[config.mk]
export PLATFORM = sky130hd
export DESIGN_NAME = c3f_cell
export DESIGN_NICKNAME = d
export VERILOG_FILES = /design/src/c3f_pkg.sv /design/src/c3f_cell.sv
export SDC_FILE = /design/constraint.sdc
export NUM_CORES = 1
export LEC_CHECK = 0
export BUFFER_PORTS_ARGS = -buffer_cell sky130_fd_sc_hd__buf_2
export CORE_UTILIZATION = 38
export CTS_CLUSTER_SIZE = 8
export DETAILED_ROUTE_END_ITERATION = 10
export PLACE_DENSITY = 0.73
export SLEW_MARGIN = 25
export SYNTH_ARGS = -nofsm -noshare
export SYNTH_HDL_FRONTEND = slang
export SYNTH_SLANG_ARGS = --single-unit
[constraint.sdc]
create_clock -name clk -period 0.8 [get_ports clk]
set_input_delay 0.08 -clock clk [delete_from_list [all_inputs] [get_ports clk]]
set_output_delay 0.08 -clock clk [all_outputs]
set_load 0.05 [all_outputs]
[src/c3f_pkg.sv]
`default_nettype none
package c3f_pkg;

  typedef logic [7:0] pix_t;

  // One window column: [0] upper line store, [1] lower line store, [2] newest row.
  typedef pix_t [2:0] col_t;

  // Work handed from the window to the arithmetic pipeline for one result.
  typedef struct packed {
    logic           compute;  // interior pixel: weighted sum, else result is zero
    logic           last;     // final beat of the frame
    col_t [2:0]     win;      // [0] oldest column, [2] newest column
  } tap_t;

  localparam int unsigned COEFF_W = 4;
  localparam int unsigned KERNEL_W = 36;
  localparam int unsigned SHIFT_W = 3;
  localparam int unsigned IMG_W_W = 11;
  localparam int unsigned IMG_H_W = 12;
  localparam int unsigned CFG_IDX_W = 8;

  localparam logic [CFG_IDX_W-1:0] REG_IMAGE_WIDTH   = 8'd0;
  localparam logic [CFG_IDX_W-1:0] REG_IMAGE_HEIGHT  = 8'd1;
  localparam logic [CFG_IDX_W-1:0] REG_KERNEL_COEFFS = 8'd2;
  localparam logic [CFG_IDX_W-1:0] REG_DIVIDE_SHIFT  = 8'd3;

  localparam logic [IMG_W_W-1:0]  RST_IMAGE_WIDTH   = 11'd640;
  localparam logic [IMG_H_W-1:0]  RST_IMAGE_HEIGHT  = 12'd480;
  // Gaussian 1 2 1 / 2 4 2 / 1 2 1, first coefficient in the lowest nibble.
  localparam logic [KERNEL_W-1:0] RST_KERNEL_COEFFS = 36'h121242121;
  localparam logic [SHIFT_W-1:0]  RST_DIVIDE_SHIFT  = 3'd4;

endpackage
`default_nettype wire

[src/c3f_cell.sv]
`default_nettype none
module c3f_cell (
  input  wire logic          clk,
  input  wire logic          rst_n,
  input  wire logic          shift_en,
  input  wire c3f_pkg::col_t col_in,
  output c3f_pkg::col_t      col_out
);
  import c3f_pkg::*;

  col_t col_r;

  // Each cell holds one window column and takes its neighbour's on every pixel beat.
  always_ff @(posedge clk) begin
    if (!rst_n) begin
      col_r <= '0;
    end else if (shift_en) begin
      col_r <= col_in;
    end
  end

  assign col_out = col_r;

endmodule
`default_nettype wire

==> key figures <==
Status
  • Run status: finished with violations
  • Violated checks: setup timing

Synthesis
  • Synthesized instance count: 77
  • Share of the synthesized area in the top cell type: 51.7%
  • Most common library cells after synthesis: dfxtp_1 (24), mux2i_1 (24), nor2b_1 (24)
  • Synth area leaders: dfxtp_1 (52%), mux2i_1 (26%), nor2b_1 (16%)
  • Post-synth EDFFs: 0
  • Synthesized Nets: around 100
  • Sequential-to-total area share from yosys stat: 51.7%
  • Dominant combinational cell family by area after synthesis: multiplexers
  • Netlist area before placement: 930 um2
  • Number of distinct library cells after synthesis: 6
  • Fraction of the mapped netlist area in simple logic gates: 16.2%
  • Flop and latch count out of synthesis: 24
  • Compound-gate portion of the synthesized area: 0%
  • Post-synthesis xor/xnor area fraction: 0%
  • Multiplexer share of the synthesized area: 25.8%
  • Yosys warning total: 0
  • Top flip-flop cell by instance count after synthesis: dfxtp_1
  • Avg Inst Size Synth: 12.1 um2
  • Cell taking the most area after synthesis: dfxtp_1
  • Adder and majority gate portion of the synthesized area: 0%
  • Share of flip-flops with an asynchronous set or reset: 0%

Timing
  • Setup ws final: -109 ps
  • Max Freq: 1100 MHz
  • Pin slew with the least headroom to its limit: 310 ps
  • Max Slew Vio Count: 0
  • Final count of negative-setup-slack endpoints: 24
  • Final worst path period need: 909 ps
  • Remaining max-slew budget at the tightest pin: 79.3%
  • Setup repair after global routing missed its margin: true
  • Period utilisation layout: 114%
  • Post-Route Skew: 0 ps
  • Final Hold Fails: 0

Placed design
  • Place WS: about 26 ps
  • RD Place Congestion: 0.684
  • Post-placement cell area: 1230 um2
  • DPL Wire Length: 1240 um
  • Port buffer count: 50

Clock network
  • Deepest clock path buffer count: 2
  • Clk root buf: clkbuf_4
  • Total number of clock tree sinks: 24
  • Number of buffers created by CTS: 3
  • Number of H-tree branching levels: 1
  • Clock network latency to the later pin of the worst-skew pair: approximately 300 ps
  • Clock slew at reported path FFs: 120 ps
  • CTS tree: yes

Global route
  • Via count of the first global-routing pass: 657
  • Pin count of the biggest net entering global routing: 25
  • Global-route wire length before repair: 2770 um
  • Total routing resource utilization after global routing: around 14%
  • Total congestion overflow: 0
  • Antenna violations before repair: 0

Worst setup path
  • Critical path class: reg2out
  • Endpoint type of the worst setup path: output pin
  • Delay-heaviest family, CP: flip-flops
  • Cells along the critical path: buf_8
  • Library cell contributing the largest single delay on the critical path: dfxtp_2
  • Crit path max fanout: 2
  • Category of the worst setup path launch point: flip-flop
  • Data arrival at the endpoint of the critical path: a little over 800 ps
  • Maximum cell stage delay along the critical path: 370 ps
  • Crit path buf inv count: 1
  • Required time of the critical path: 720 ps

Detailed routing
  • Residual DRC: 0
  • Routed wire length per instance: between 10 and 15 um
  • Ratio of routed vias to standard cells: 4.60
  • Number of DRC markers after the initial detailed-route iteration: 2
  • Top Metal Used: met4
  • Number of nets with antenna violations after detailed routing: 0
  • Detailed-route wire length: 1900 um
  • Met2 routed WL: 1050 um
  • Wire length on met1: 768 um
  • Via count: 722
  • Total met3 wirelength after detailed routing: approximately 62 um
  • Initial DRT Pass Iterations: 2

Power
  • Largest voltage drop on the vdd net: 0.000998 V
  • Total power: 2.55 mW
  • Static power due to leakage: 0.699 nW
  • Power density relative to cell area: 1730 nW/um2

Finish
  • Post-Route Utilization: 65.2%
  • Count of inserted antenna diode cells: 0
  • Area of the multi-input gates: 390 um2
  • Layout-stage area growth over the synthesis result: 58.1%
  • Number of inserted filler cells in the final layout: 190
  • Design Area, Final: 1470 um2
  • Fraction of final layout cells with drive strength greater than 1: 62.8%
  • Max reg flops: 24
  • Final layout net count: between 150 and 200
  • Area used by sequential logic in the layout: ~500 um2

Flow run
  • Number of max-capacitance violations reported: 0

Min path
  • Tightest Hold Check Type: in2reg

Floorplanning
  • Die X: 51.5 um
  • Number of primary I/O pins: roughly 50
  • Initial standard-cell utilization of the core: about 40%
  • Total die area: 2650 um2
  • Cell row count: 17
  • Floorplan Core Area: approximately 2300 um2
  • Overall die height: 51.5 um
-- logic make-up (layout without fill, tap and decap cells) --
kind of cell	Yosys count	count (layout)
muxes	24	24
DFF	24	24
and+or+nand+nor	24	24
buffers and inverters	5	57
-- cell usage in the layout (no fill, tap or decap) --
cell / instances
buf_6: 9
dfxtp_2: 24
buf_4: 2
clkbuf_4: 3
buf_12: 2
mux2i_1: 24
buf_2: 26
nor2b_1: 24
buf_8: 15
-- power breakdown --
group	switching, mW	internal, mW	leakage [nW]
logic	0.378	0.322	0.479
clock network	0.334	0.176	0.0138
registers	0.0580	1.28	0.207
total	0.769	1.78	0.699
-- per-stage QoR --
stage,hold slack [ps],setup TNS [ps],cells
floorplan,208,0,77
global placement,337,0,152
detailed placement,346,0,152
CTS,8.81,-2640,155
global route,20.4,-3190,157
finish,23.6,-2230,157
-- per-layer routing --
layer  global-route usage [%]  up-vias
met3                     1.79        2
li1                         -      361
met2                     26.0       20
met5                        0        -
met1                     15.8      339
met4                     8.11        0
-- final cells by class --
| cell class | instances | area share, % |
|---|---|---|
| multi-input cells | 48 | 26.6 |
| well taps | 28 | 2.38 |
| repair buffers | 54 | 34.8 |
| clock buffers | 3 | 1.53 |
| flip-flops and latches | 24 | 34.7 |
-- final timing paths --
kind                                  from                       end  slack, ps  cells past startpoint
hold reg to reg   col_out[15]$_SDFFE_PN0P_  col_out[15]$_SDFFE_PN0P_        540                      2
hold / removal                  col_in[10]  col_out[10]$_SDFFE_PN0P_         20                      3
setup reg to reg   col_out[4]$_SDFFE_PN0P_   col_out[4]$_SDFFE_PN0P_         60                      3
setup / recovery   col_out[8]$_SDFFE_PN0P_                col_out[8]       -110                      1
-- what timing repair did --
action,in CTS,in global routing
gates resized for setup,49,14
hold endpoints to repair,0,0
hold buffers,0,0
endpoints found under the setup margin,24,24
setup buffers,0,2
Power figures use the tool's default switching activity.
