--- src/c3f_pkg.sv ---
`default_nettype none
package c3f_pkg;

  typedef logic [7:0] pix_t;

  // One window column: [0] upper line store, [1] lower line store, [2] newest row.
  typedef pix_t [2:0] col_t;

  // Work handed from the window to the arithmetic pipeline for one result.
  typedef struct packed {
    logic           compute;  // interior pixel: weighted sum, else result is zero
    logic           last;     // final beat of the frame
    col_t [2:0]     win;      // [0] oldest column, [2] newest column
  } tap_t;

  localparam int unsigned COEFF_W = 4;
  localparam int unsigned KERNEL_W = 36;
  localparam int unsigned SHIFT_W = 3;
  localparam int unsigned IMG_W_W = 11;
  localparam int unsigned IMG_H_W = 12;
  localparam int unsigned CFG_IDX_W = 8;

  localparam logic [CFG_IDX_W-1:0] REG_IMAGE_WIDTH   = 8'd0;
  localparam logic [CFG_IDX_W-1:0] REG_IMAGE_HEIGHT  = 8'd1;
  localparam logic [CFG_IDX_W-1:0] REG_KERNEL_COEFFS = 8'd2;
  localparam logic [CFG_IDX_W-1:0] REG_DIVIDE_SHIFT  = 8'd3;

  localparam logic [IMG_W_W-1:0]  RST_IMAGE_WIDTH   = 11'd640;
  localparam logic [IMG_H_W-1:0]  RST_IMAGE_HEIGHT  = 12'd480;
  // Gaussian 1 2 1 / 2 4 2 / 1 2 1, first coefficient in the lowest nibble.
  localparam logic [KERNEL_W-1:0] RST_KERNEL_COEFFS = 36'h121242121;
  localparam logic [SHIFT_W-1:0]  RST_DIVIDE_SHIFT  = 3'd4;

endpackage
`default_nettype wire

--- src/c3f_mac.sv ---
`default_nettype none
module c3f_mac (
  input  wire logic                            clk,
  input  wire logic                            rst_n,
  input  wire logic                            load,
  input  wire c3f_pkg::tap_t                   tap,
  output logic                                 load_ready,
  input  wire logic [c3f_pkg::KERNEL_W-1:0]    kernel,
  input  wire logic [c3f_pkg::SHIFT_W-1:0]     shift,
  output logic                                 res_valid,
  input  wire logic                            res_ready,
  output c3f_pkg::pix_t                        res_pixel,
  output logic                                 res_last
);
  import c3f_pkg::*;

  tap_t                 s1_r;
  logic                 v1_r;
  logic signed [14:0]   rs_r [3];
  logic signed [14:0]   rs_nxt [3];
  logic                 v2_r;
  logic                 c2_r;
  logic                 l2_r;
  logic                 vo_r;
  pix_t                 pix_r;
  pix_t                 pix_nxt;
  logic                 last_r;
  logic                 en_o;
  logic                 en_2;
  logic                 en_1;
  logic signed [16:0]   total;
  logic [15:0]          shifted;

  function automatic logic signed [3:0] coef_at(input logic [KERNEL_W-1:0] k,
                                                input int unsigned idx);
    return k[COEFF_W*idx +: COEFF_W];
  endfunction

  // A stage loads when it is empty or the stage after it is loading.
  assign en_o = !vo_r || res_ready;
  assign en_2 = !v2_r || en_o;
  assign en_1 = !v1_r || en_2;
  assign load_ready = en_1;

  always_comb begin
    logic signed [12:0] prod [3];
    for (int r = 0; r < 3; r++) begin
      for (int c = 0; c < 3; c++) begin
        prod[c] = 13'(coef_at(kernel, unsigned'(r * 3 + c))
                      * $signed({1'b0, s1_r.win[c][r]}));
      end
      rs_nxt[r] = 15'(prod[0]) + 15'(prod[1]) + 15'(prod[2]);
    end
  end

  always_comb begin
    total   = 17'(rs_r[0]) + 17'(rs_r[1]) + 17'(rs_r[2]);
    shifted = total[15:0] >> shift;
    pix_nxt = '0;
    if (c2_r && total > 17'sd0) begin
      pix_nxt = (shifted > 16'd255) ? 8'd255 : shifted[7:0];
    end
  end

  always_ff @(posedge clk) begin
    if (!rst_n) begin
      v1_r <= 1'b0;
      v2_r <= 1'b0;
      vo_r <= 1'b0;
    end else begin
      if (en_1) v1_r <= load;
      if (en_2) v2_r <= v1_r;
      if (en_o) vo_r <= v2_r;
    end
  end

  always_ff @(posedge clk) begin
    if (en_1) s1_r <= tap;
    if (en_2) begin
      rs_r <= rs_nxt;
      c2_r <= s1_r.compute;
      l2_r <= s1_r.last;
    end
    if (en_o) begin
      pix_r  <= pix_nxt;
      last_r <= l2_r;
    end
  end

  assign res_valid = vo_r;
  assign res_pixel = pix_r;
  assign res_last  = last_r;

endmodule
`default_nettype wire

--- config.mk ---
export PLATFORM = sky130hd
export DESIGN_NAME = c3f_mac
export DESIGN_NICKNAME = d
export VERILOG_FILES = /design/src/c3f_pkg.sv /design/src/c3f_mac.sv
export SDC_FILE = /design/constraint.sdc
export NUM_CORES = 1
export LEC_CHECK = 0
export BUFFER_PORTS_ARGS = -buffer_cell sky130_fd_sc_hd__clkbuf_2
export CORE_MARGIN = 2
export CORE_UTILIZATION = 55
export DETAILED_ROUTE_END_ITERATION = 8
export GPL_TIMING_DRIVEN = 0
export PLACE_DENSITY = 0.86
export REMOVE_ABC_BUFFERS = 1
export SLEW_MARGIN = 20
export SYNTH_ARGS = -nofsm -noshare
export SYNTH_HDL_FRONTEND = slang
export SYNTH_SLANG_ARGS = --single-unit
--- constraint.sdc ---
create_clock -name clk -period 10.9 [get_ports clk]
set_input_delay 0 -clock clk [delete_from_list [all_inputs] [get_ports clk]]
set_output_delay 0 -clock clk [all_outputs]
set_load 0.1 [all_outputs]
==> results of run 1 <==
==> flip-flops by register name, summed over array words and instances (netlist names) <==
| name | count |
|---|---|
| s1_r | 74 |
| rs_r | 45 |
| res_pixel | 8 |
| c2_r | 1 |
| l2_r | 1 |
| res_last | 1 |
| res_valid | 1 |
| v1_r | 1 |
| v2_r | 1 |
==> routing by layer <==
metal,up-vias,track usage [%]
li1,5326,-
met1,5769,30.4
met2,449,43.2
met3,112,3.85
met4,0,10.8
met5,-,0
==> cell usage after synthesis, drive strengths merged, types with 3 or more instances <==
cell type  number
a2111oi         5
a211oi          7
a21boi         11
a21o           13
a21oi          28
a221oi          7
a31oi           6
and2          120
and3            6
buf             6
clkbuf          7
dfxtp           3
edfxtp        130
fa            259
ha            168
inv           316
mux2            5
mux2i          11
nand2         136
nand2b         43
nand3          12
nor2           74
nor2b          24
nor3           13
nor4            3
o2111ai         4
o211ai          6
o21a            3
o21ai          30
o311a           4
or2             3
or3             6
or4             4
xnor2          28
xor2           12
==> metrics by stage <==
step,instance area [sq um],utilization [%],instances,setup WS [ns]
4_1_cts,18800,64.1,2149,4.83
3_5_place_dp,17400,59.3,2040,4.99
5_1_grt,18800,64.1,2149,4.39
6_report,18800,64.1,2149,4.80
3_3_place_gp,17400,59.1,2038,5.16
2_1_floorplan,16300,-,1521,5.54
==> area by class of cell <==
cell class	instances	area, sq um
clock buffer	18	429
clock inverter	14	201
fill	2041	10600
inverter	316	1190
multi-input combinational	1072	11100
sequential	133	3960
tap	390	488
timing repair buffer	206	1450
==> logic make-up (layout without fill, tap and decap cells) <==
kind of cell	count (synthesis)	in the layout	share of synthesized area, %
buf+inv	329	554	7.67
xor+xnor	40	40	2.15
mux	16	16	1.02
flops	133	133	24.3
compound gates	136	136	5.99
simple gates	453	453	14.2
fa+ha+maj	427	427	44.6
==> worst max-delay path, delay by kind of cell, from the launching register on <==
kind            cells  cell delay, ns
buf+inv             4            0.30
flops               1            0.46
simple gates        3            0.50
fa+ha+maj           8            3.42
compound gates      6            1.17
==> final timing paths <==
check / endpoint / slack [ns] / cells past startpoint
worst max register to register: rs_r[28]$_DFFE_PP_ / 4.80 / 21
worst min-delay path: v2_r$_SDFFE_PN0P_ / 0.01 / 4
worst max-delay path: rs_r[28]$_DFFE_PP_ / 4.80 / 21
worst min register to register: c2_r$_DFFE_PP_ / 0.43 / 0
==> reports/summary.txt, run 1 <==
Status: finished, final reports clean
Post-synth EDFFs: 130
Final hold violation count: 0
Worst EP arrival: 6.27 ns
Ys Warns: 0
Hold path start: res_ready
Post-synthesis cell area: 16300 sq um
Sequential fraction of the synthesis area: 24.3%
Max-slew headroom: 63.9%
Post-Syn Instances: 1534
Max Used Layer: met4
Hold_ws: 0.0122 ns
# DRC: 0
Drt first pass iters: 5
Die ar.: 31100 sq um
DR WL met2: 18.4 mm
CP max stage cell: fa_1
Die Wd: 176 microns
Crit path capture type: flip-flop
Setup TNS: 0 ns
Hold_buf cts: 77
Worst-skew pair later-pin latency: 0.44 ns
Via-to-Cell Ratio: 5.42
Vias: 11656
Worst EP required: 11.07 ns
Most common cell after layout, fill and taps aside: inv_1
Crit-path max FO: 4
Period minus WS final: 6.10 ns
Clock sink count: 133
Synth Register Bits: 133
Share of synthesized registers carrying an async set or reset: 0%
H-tree depth: 4
Worst Max-Slew Pin Slew: 0.544 ns
Floorplan row count: 63
Number of post-CTS setup repair buffers: 0
Initial antenna violation count: 0
Number of global-route vias before repair: 12630
Synth area leader: fa_1
Critical Path Start: s1_r[8]$_DFFE_PP_
CTS tree: built
Initial DRC Count: 735
Tot GR Track Use: 24.7%
Most used cell, CP: fa_1
HP Class: input port to flip-flop
Worst clock skew: 0.00873 ns
# setup viols final: 0
Post-Route WL: 35.7 mm
Clk pin slew, worst setup/hold paths: 0.07 ns
Port bufs: 127
Total grt overflow: 0
Ports: 128
Crit Path Class: flip-flop to flip-flop
Worst r2r src: s1_r[8]$_DFFE_PP_
Crit path cell chain: nand2b_1 > fa_1 > inv_1 > fa_1 > fa_1 > fa_1 > ha_1 > inv_1 > fa_1 > inv_1 > ha_1 > inv_1 > fa_1 > nor2b_1 > o21ai_0 > a21boi_0 > o21ai_0 > a21boi_0 > o21ai_0 > nand2_1 > o311ai_0
Max_cap viols: 0
Clock Tree Root: clkbuf_16
Share of layout cells above drive strength 1: 10.4%
Synth cell types: 64
M1 WL: 13.9 mm
Die H: 176 microns
CP Launch Type: flip-flop
Post-cts sizing count: 0
P&R area growth vs syn: 15.5%
Top post-synthesis cells by area: fa_1 32%, edfxtp_1 24%, ha_1 13%, inv_1 7.3%, and2_1 4.6%
CTS Buf Count: 17
# diodes: 0
Clock tree buffer depth: 2
Remaining antenna violation count: 0
Initial Util: 55.5%
WL met3: 2.01 mm
Core area: 29400 sq um
DP HPWL: 27.4 mm
NumNets Final: 2290
Final period util: 56.0%
Largest net degree at the start of global routing: 50
CP peak stage delay: 0.59 ns
Most frequent cells in the layout: 316 x inv_1, 259 x fa_1, 168 x ha_1, 135 x nand2_1, 130 x edfxtp_1
Synth top area share: 31.8%
Peak Freq: 164 MHz
RSZ-0062 raised after global routing: false
GPL Wtd Cong: 0.869
Mean routed wirelength per cell: 16.6 microns
First-pass GRT wire length: 59.9 mm
Mapped Avg Cell Area: 10.6 sq um
Fin. max-slew vios: 0
Synth Flop Type: edfxtp_1
Power of run 1 is not shown: default switching activity piles up to over one toggle a cycle in this logic, so the estimate is an artifact.
==> inputs of run 2 (changes only) <==
--- a/config.mk
+++ b/config.mk
@@ -5,6 +5,7 @@
 export SDC_FILE = /design/constraint.sdc
 export NUM_CORES = 1
 export LEC_CHECK = 0
+export ABC_AREA = 1
 export BUFFER_PORTS_ARGS = -buffer_cell sky130_fd_sc_hd__clkbuf_2
 export CORE_MARGIN = 2
 export CORE_UTILIZATION = 55
==> constraint.sdc (replaced) <==
create_clock -name clk -period 5.8 [get_ports clk]
set_input_delay 0 -clock clk [delete_from_list [all_inputs] [get_ports clk]]
set_output_delay 0 -clock clk [all_outputs]
set_load 0.1 [all_outputs]
==> reports/summary.txt, run 2 <==
Max-slew headroom: 64.2%
Ports: 128
Initial DRC Count: 794
Synth top area share: 31.5%
Mapped Avg Cell Area: 9.33 sq um
R2R Setup Slk: 0.16 ns
Die H: 177 microns
CTS Buf Count: 17
H-tree depth: 4
Share of synthesized registers carrying an async set or reset: 0%
Post-layout util: 63.9%
Clock sink count: 133
Worst r2r src: s1_r[8]$_DFFE_PP_
Final hold violation count: 0
Via-to-Cell Ratio: 5.25
Total grt overflow: 0
CTS tree: built
Most frequent cells in the layout: 482 x inv_1, 342 x nand2_1, 258 x fa_1, 168 x ha_1, 130 x edfxtp_1
DP HPWL: 27.9 mm
Post-route design area: 18900 sq um
Number of global-route vias before repair: 13648
Crit path capture type: flip-flop
Status: finished, final reports clean
Initial antenna violation count: 0
Floorplan row count: 63
Post-synthesis cell area: 16500 sq um
Top-count cell post-synth: inv_1
Area of placed instances: 17500 sq um
Synth area leader: fa_1
# diodes: 0
Worst Max-Slew Pin Slew: 0.540 ns
Peak Freq: 177 MHz
Synth Register Bits: 133
Worst r2r path cells: 22
First-pass GRT wire length: 62.4 mm
# DRC: 0
Initial Util: 55.7%
GPL Wtd Cong: 0.863
Worst-skew pair later-pin latency: 0.45 ns
Die Wd: 177 microns
Vias: 12396
Max_cap viols: 0
Clock Tree Root: clkbuf_16
HP Class: input port to flip-flop
Synth cell types: 35
Ys Warns: 0
Setup TNS: 0 ns
Post-synth EDFFs: 130
Top post-synthesis cells by area: fa_1 31%, edfxtp_1 24%, ha_1 13%, inv_1 11%, nand2_1 7.8%
Tot GR Track Use: 25.4%
Largest net degree at the start of global routing: 51
Hold Crit Depth: 5
Crit Reg-Reg Endpoint: rs_r[28]$_DFFE_PP_
Mean routed wirelength per cell: 16.0 microns
Share of layout cells above drive strength 1: 11.5%
Period minus WS final: 5.64 ns
Die ar.: 31400 sq um
Worst EP arrival: 5.82 ns
Clock tree buffer depth: 2
Fin. max-slew vios: 0
Sequential fraction of the synthesis area: 24.1%
Hold path start: shift[2]
CP Launch Type: flip-flop
Hold_ws: 0.118 ns
Worst EP required: 5.98 ns
Crit Path Class: flip-flop to flip-flop
Worst clock skew: 0.0158 ns
Most flop-heavy register: s1_r
Post-Route WL: 37.9 mm
Max FFs per register: 74
Clk pin slew, worst setup/hold paths: 0.07 ns
Core area: 29600 sq um
Commonest cells in the netlist: 483 x inv_1, 343 x nand2_1, 259 x fa_1
Crit-path max FO: 2
Most common cell after layout, fill and taps aside: inv_1
Post-Syn Instances: 1766
Hold endpoint: res_pixel[3]$_SDFFCE_PN0P_
Drt first pass iters: 7
Port bufs: 127
Synth Flop Type: edfxtp_1
# setup viols final: 0
NumNets Final: 2504
P&R area growth vs syn: 14.7%
Final period util: 97.3%
Remaining antenna violation count: 0
==> run 2: cell count changes in the layout (fill, tap and decap cells not counted), sizes merged, moves of 19 or more <==
cell | previous run | this run
and2 | 120 | 2
inv | 319 | 489
nand3 | 12 | 65
nor2b | 24 | 0
a21oi | 28 | 47
nand2b | 43 | 0
or2 | 3 | 37
nand2 | 136 | 350
==> run 2: logic make-up after synthesis <==
| group | Yosys count | synth area share, % |
|---|---|---|
| xor+xnor | 48 | 2.55 |
| compound gates | 96 | 3.30 |
| flops | 133 | 24.1 |
| buf+inv | 520 | 11.9 |
| simple gates | 542 | 14.0 |
| fa+ha+maj | 427 | 44.2 |
==> run 2: cell type report <==
type / instances / area [sq um]
clock inverter: 14 / 140
tap: 390 / 488
fill: 2098 / 10700
inverter: 487 / 1830
sequential: 133 / 3960
multi-input combinational: 1113 / 10600
timing repair buffer: 208 / 1470
clock buffer: 18 / 439
==> run 2: worst max-delay path, cell delays in order (launching register included) <==
cell and delay (ns):
edfxtp_1 0.44, or2_2 0.36, fa_1 0.54, inv_1 0.05, fa_1 0.50, fa_1 0.58
fa_1 0.44, ha_1 0.31, inv_1 0.06, fa_1 0.43, inv_1 0.07, ha_1 0.18
inv_1 0.08, fa_2 0.41, o21ai_2 0.19, nand3_1 0.09, nand2_1 0.10, nand3_1 0.07
nand2_1 0.10, a21oi_1 0.07, nor2_1 0.10, nor2_1 0.06, xnor2_1 0.14
==> run 2: how the worst max path moves through the flow <==
stage | start | end | slack [ns]
3_5_place_dp | s1_r[8]$_DFFE_PP_ | rs_r[28]$_DFFE_PP_ | 0.06
3_3_place_gp | s1_r[8]$_DFFE_PP_ | rs_r[28]$_DFFE_PP_ | 0.20
6_report | s1_r[8]$_DFFE_PP_ | rs_r[28]$_DFFE_PP_ | 0.16
4_1_cts | s1_r[8]$_DFFE_PP_ | rs_r[28]$_DFFE_PP_ | 0.01
5_1_grt | s1_r[8]$_DFFE_PP_ | rs_r[28]$_DFFE_PP_ | -0.05
2_1_floorplan | s1_r[8]$_DFFE_PP_ | rs_r[28]$_DFFE_PP_ | 0.51
==> run 2: through the flow <==
stage / std cells / setup slack (ns)
2_1_floorplan: 1733 / 0.510
3_3_place_gp: 2250 / 0.203
3_5_place_dp: 2252 / 0.0594
4_1_cts: 2360 / 0.0146
5_1_grt: 2363 / -0.0466
6_report: 2363 / 0.158
==> run 2: timing repair <==
| action | 4_1_cts | 5_1_grt |
|---|---|---|
| hold buffers | 76 | 0 |
| hold endpoints to repair | 77 | 0 |
| resized for setup | 0 | 6 |
| endpoints found under the setup margin | 0 | 4 |
| setup buffers | 0 | 3 |
==> run 2: routing by layer <==
metal	global-route usage, %	vias to the layer above	wire, microns
met5	0	-	0
li1	-	5696	-
met4	13.0	0	1720
met1	29.7	6028	14100
met3	4.70	160	2500
met2	44.7	512	19500
Power of run 2 is left out for the same reason.
